[config.mk]
export PLATFORM = sky130hd
export DESIGN_NAME = rrt_cell
export DESIGN_NICKNAME = d
export VERILOG_FILES = /design/src/hdl/rrt_pkg.sv /design/src/hdl/rrt_cell.sv
export SDC_FILE = /design/constraint.sdc
export NUM_CORES = 1
export LEC_CHECK = 0
export BUFFER_PORTS_ARGS = -buffer_cell sky130_fd_sc_hd__buf_2
export CORE_AREA = 5 5 130 132
export CTS_BUF_LIST = sky130_fd_sc_hd__clkbuf_2 sky130_fd_sc_hd__clkbuf_4 sky130_fd_sc_hd__clkbuf_8
export CTS_CLUSTER_DIAMETER = 120
export CTS_CLUSTER_SIZE = 12
export DETAILED_ROUTE_END_ITERATION = 10
export DIE_AREA = 0 0 135 137
export PLACE_DENSITY = 0.83
export SYNTH_ARGS = -nofsm -noshare
export SYNTH_HDL_FRONTEND = slang
export SYNTH_SLANG_ARGS = --single-unit
[constraint.sdc]
create_clock -name clock -period 4.9 [get_ports clock]
set_input_delay 0.245 -clock clock [delete_from_list [all_inputs] [get_ports clock]]
set_output_delay 0.245 -clock clock [all_outputs]
set_load 0.1 [all_outputs]
[src/hdl/rrt_pkg.sv]
// rrt_pkg: shared types, command codes and sizes for the range remap table
// used by every module of the block; depends on nothing
`default_nettype none

package rrt_pkg;

   localparam int VALUE_BITS  = 31;
   localparam int WINDOWS     = 32;
   localparam int CMD_BITS    = 2;
   localparam int ENTRY_BITS  = 6;

   // command codes
   localparam logic [CMD_BITS-1:0] CMD_APPEND = 2'd0;
   localparam logic [CMD_BITS-1:0] CMD_CLEAR  = 2'd1;
   localparam logic [CMD_BITS-1:0] CMD_XLATE  = 2'd2;
   localparam logic [CMD_BITS-1:0] CMD_NOP    = 2'd3;

   // status codes
   localparam logic STATUS_OK   = 1'b0;
   localparam logic STATUS_FULL = 1'b1;

   typedef struct packed {
      logic [CMD_BITS-1:0]   cmd;
      logic [VALUE_BITS-1:0] dest_start;
      logic [VALUE_BITS-1:0] src_start;
      logic [VALUE_BITS-1:0] span_length;
      logic [VALUE_BITS-1:0] lookup_value;
   } req_type;

   typedef struct packed {
      logic [VALUE_BITS-1:0] mapped_value;
      logic                  hit;
      logic [ENTRY_BITS-1:0] entries_used;
      logic                  status;
   } rsp_type;

   // one stored window
   typedef struct packed {
      logic [VALUE_BITS-1:0] dest;
      logic [VALUE_BITS-1:0] src;
      logic [VALUE_BITS-1:0] len;
   } window_type;

   // window write broadcast to the cells
   typedef struct packed {
      logic       valid;
      window_type window;
   } win_wr_type;

   // lookup token handed from cell to cell
   typedef struct packed {
      logic                  valid;
      logic [VALUE_BITS-1:0] value;
      logic                  hit;
      logic [VALUE_BITS-1:0] mapped;
   } token_type;

endpackage

`default_nettype wire

[src/hdl/rrt_cell.sv]
// rrt_cell: one window slot of the remap chain, checks the passing lookup token
// depends on rrt_pkg
`default_nettype none

module rrt_cell
   import rrt_pkg::*;
#(
   parameter int CELL_INDEX = 0,
   parameter int COUNT_BITS = 6
) (
   input  wire logic                  clock,
   input  wire logic                  reset,
   input  wire logic [COUNT_BITS-1:0] count,
   input  wire win_wr_type            win_wr,
   input  wire token_type             tok_in,
   output      token_type             tok_out
);

   window_type            win_ff;
   logic                  tok_valid_ff;
   logic                  tok_valid_in;
   logic [VALUE_BITS-1:0] tok_value_ff;
   logic                  tok_hit_ff;
   logic                  tok_hit_in;
   logic [VALUE_BITS-1:0] tok_mapped_ff;
   logic [VALUE_BITS-1:0] tok_mapped_in;

   logic [VALUE_BITS:0]   diff;
   logic                  active;
   logic                  in_span;
   logic                  match;

   // slot is live only below the fill count
   assign active  = COUNT_BITS'(CELL_INDEX) < count;
   assign diff    = {1'b0, tok_in.value} - {1'b0, win_ff.src};
   assign in_span = !diff[VALUE_BITS] && (diff[VALUE_BITS-1:0] < win_ff.len);
   assign match   = tok_in.valid && !tok_in.hit && active && in_span;

   assign tok_valid_in  = tok_in.valid;
   assign tok_hit_in    = tok_in.hit || match;
   assign tok_mapped_in = match ? (diff[VALUE_BITS-1:0] + win_ff.dest) : tok_in.mapped;

   always_ff @(posedge clock) begin
      if (win_wr.valid && (count == COUNT_BITS'(CELL_INDEX))) begin
         win_ff <= win_wr.window;
      end
   end

   always_ff @(posedge clock) begin
      if (reset) begin
         tok_valid_ff <= 1'b0;
      end else begin
         tok_valid_ff <= tok_valid_in;
      end
   end

   always_ff @(posedge clock) begin
      tok_value_ff  <= tok_in.value;
      tok_hit_ff    <= tok_hit_in;
      tok_mapped_ff <= tok_mapped_in;
   end

   assign tok_out.valid  = tok_valid_ff;
   assign tok_out.value  = tok_value_ff;
   assign tok_out.hit    = tok_hit_ff;
   assign tok_out.mapped = tok_mapped_ff;

endmodule

`default_nettype wire

==> run metrics <==
clk root buf clkbuf_8; Worst EP arrival 5300 ps; count leader, synth edfxtp_1; sw power 1140 uW; WP data required 5230 ps; nets@finish 1420; DR iter-0 viols 620; vias per cell 5.491; share of cells above drive strength 1 30.92%; Avg Synthesized Cell Area 11.19 um^2; dominant cells by area after synthesis edfxtp_1 33%, dfxtp_1 15%, ha_1 13%; terminus of the critical flop-to-flop path tok_mapped_ff[15]$_DFF_P_; Main synth FF type edfxtp_1; synth cell count leaders 93 x edfxtp_1, 91 x ha_1, 86 x inv_1; die width 135 um; gpl congestion 0.8728; fin crit share 101.3%; sequential share of the synthesized area 48.23%; Sink Count 157; initial antenna violation count 2; Final WS setup -65.49 ps; placed cell count 1200; #FFs+latches synth 157; all-layer global routing usage 26.33%; RSZ-0062 raised after global routing true; Layout area overhead 44.16%; clock buffer depth 2; worst vdd ir 0.2370 mV; H-Tree Depth 4; worst r2r path cells 19; antenna-violating nets left 0; combinational share of power 28.4%; Remaining Overflow, GRT 0; DRC 0; largest net degree at the start of global routing 64; vias in the first global route 7545; Pwr per Cell Area 295.8 nW/um^2; CTS clk-pin slew, worst paths 90 ps; startpoint class of the critical path flop; CTS Buf Count 17; clk_lat worst skew 460 ps; EDFF count, synth 93; Final Setup Violations 16; worst clock skew 18.70 ps; DRT Wirelength 26240 um; worst hold endpoint tok_valid_ff$_SDFF_PP0_; core area 15600 um^2; DP Worst Slack -36.03 ps; Slew headroom 43.45%; path type of the worst min-delay path input port to flop; sequential share of power 40.1%; Synth warnings 0; failing checks negative setup slack; max_cap viols 0; r2r setup slk -70 ps; crit end category flop; Post-Synthesis Cells 755; Hold Crit Depth 2; Post-Syn Nets 1014; worst slew pin tran 848.3 ps; async set-or-reset flop fraction in the synthesized netlist 0%; DIE AREA 18500 um^2; Worst Hold Launch tok_in[63]; post-layout util 78.07%; Die H 137 um; reg2reg start win_ff[32]$_DFFE_PP_; Synth area leader edfxtp_1; Pint 2462 uW; Critical Path Fanout Max 8; Final Hold Vio Count 0; num rows 46; DPL Wire Length 15460 um; Non-Filler Instances 1392; initial core utilization 54.16%; count of port buffers added during placement 229; Netlist cell types 67; first-pass GRT wire length 37790 um; Top Ports 230; CTS tree done; Final Max Slew Viols 0; clock network power share 31.5%; fmax 0.2014 GHz; Synth top area share 33.06%; status complete, but fails checks; cell leakage power 0.005499 uW; post-synthesis cell area 8447 um^2; filler instances 925; via count 7643; TritonRoute pass-1 iters 6; Crit Path Category flop to flop; Sw Share 31.65%; WL/cell 18.85 um; fin crit period 4965 ps
-- stage by stage --
stage          TNS, ps  hold slack [ps]  total power [uW]  cell area (um^2)
2_1_floorplan        0            272.7              2121              8447
3_3_place_gp         0            364.2              2311              9884
3_5_place_dp    -825.3            368.8              2329              9884
5_1_grt          -6638           -4.173              3754             12180
4_1_cts              0           0.5461              3535             11840
6_report        -877.1            17.83              3602             12180
-- power by group through the flow --
stage                     clock network, uW  registers (uW)  logic, uW
after global routing                   1210            1450       1090
final                                  1130            1440       1020
after floorplan                           0            1730        395
after CTS                              1140            1440        954
after detailed placement                  0            1470        855
after global placement                    0            1470        839
-- routing by layer --
metal	vias up	global-route usage [%]	share of wire, %
met1	3499	31.56	38
met2	431	45.50	50
li1	3589	-	-
met5	-	0	0
met4	0	13.05	5.2
met3	124	5.074	6.3
-- timing repair --
item,in CTS,in global routing
pin swaps,1,22
endpoints found under the setup margin,22,32
hold buffers,144,0
cloned,1,1
endpoints found under the hold margin,144,0
setup buffers,2,11
resized for setup,5,49
-- critical path: stages (launching register included) --
cell       delay (ps)
edfxtp_1          440
inv_1             120
ha_1              230
nor2b_1           160
o31a_1            330
o41ai_4           430
o2111ai_2         170
a21o_1            220
a21oi_4           220
o21ai_2           110
a311oi_2          440
xnor2_2           210
ha_1              300
a21o_1            160
a32oi_1           150
o211ai_1          190
a211oi_4          310
buf_6             170
buf_12            130
mux2_2            340
-- state kept, by name, indices dropped and copies added, names as in the netlist --
register,cells
tok_hit_ff,1
tok_mapped_ff,31
tok_valid_ff,1
win_ff,93
tok_value_ff,31
-- how the worst max path moves through the flow --
stage | start | endpoint | cells past startpoint
after floorplan | win_ff[33]$_DFFE_PP_ | tok_mapped_ff[10]$_DFF_P_ | 21
after global placement | tok_in[32] | tok_mapped_ff[5]$_DFF_P_ | 23
after detailed placement | tok_in[32] | tok_mapped_ff[18]$_DFF_P_ | 23
after CTS | win_ff[31]$_DFFE_PP_ | tok_mapped_ff[28]$_DFF_P_ | 22
after global routing | win_ff[31]$_DFFE_PP_ | tok_mapped_ff[15]$_DFF_P_ | 22
final | win_ff[32]$_DFFE_PP_ | tok_mapped_ff[15]$_DFF_P_ | 19
-- logic make-up after synthesis --
| group | after synthesis | share of synthesized area, % |
|---|---|---|
| multiplexers | 31 | 4.118 |
| flip-flops | 157 | 48.23 |
| AO/OA/AOI/OAI | 199 | 16.04 |
| adder cells (fa/ha/maj) | 93 | 13.95 |
| buffers and inverters | 96 | 4.636 |
| XOR/XNOR | 50 | 5.362 |
| AND/OR/NAND/NOR | 129 | 7.658 |
-- placed cells by master (no fill, tap or decap), drive strengths merged, types with 13 or more instances in the layout --
cell	netlist	final
a21o	29	29
a21oi	59	59
buf	6	252
clkbuf	4	23
dfxtp	64	64
dlygate4sd3	0	144
edfxtp	93	93
ha	91	91
inv	86	87
mux2	30	30
nand2	24	24
nand3	16	16
nor2	40	40
o21ai	29	29
xnor2	36	36
xor2	13	13
-- cell type report --
cell class	count	area, um^2	share of cell area (%)
diodes	2	5.005	0.04110
well taps	216	270.3	2.219
repair buffers	397	2809	23.07
clock inverters	10	187.7	1.541
inverters	86	322.8	2.651
clock buffers	22	271.5	2.230
flip-flops and latches	157	4074	33.46
multi-input cells	502	4237	34.79
No activity file was read; power rests on OpenSTA's default activity.
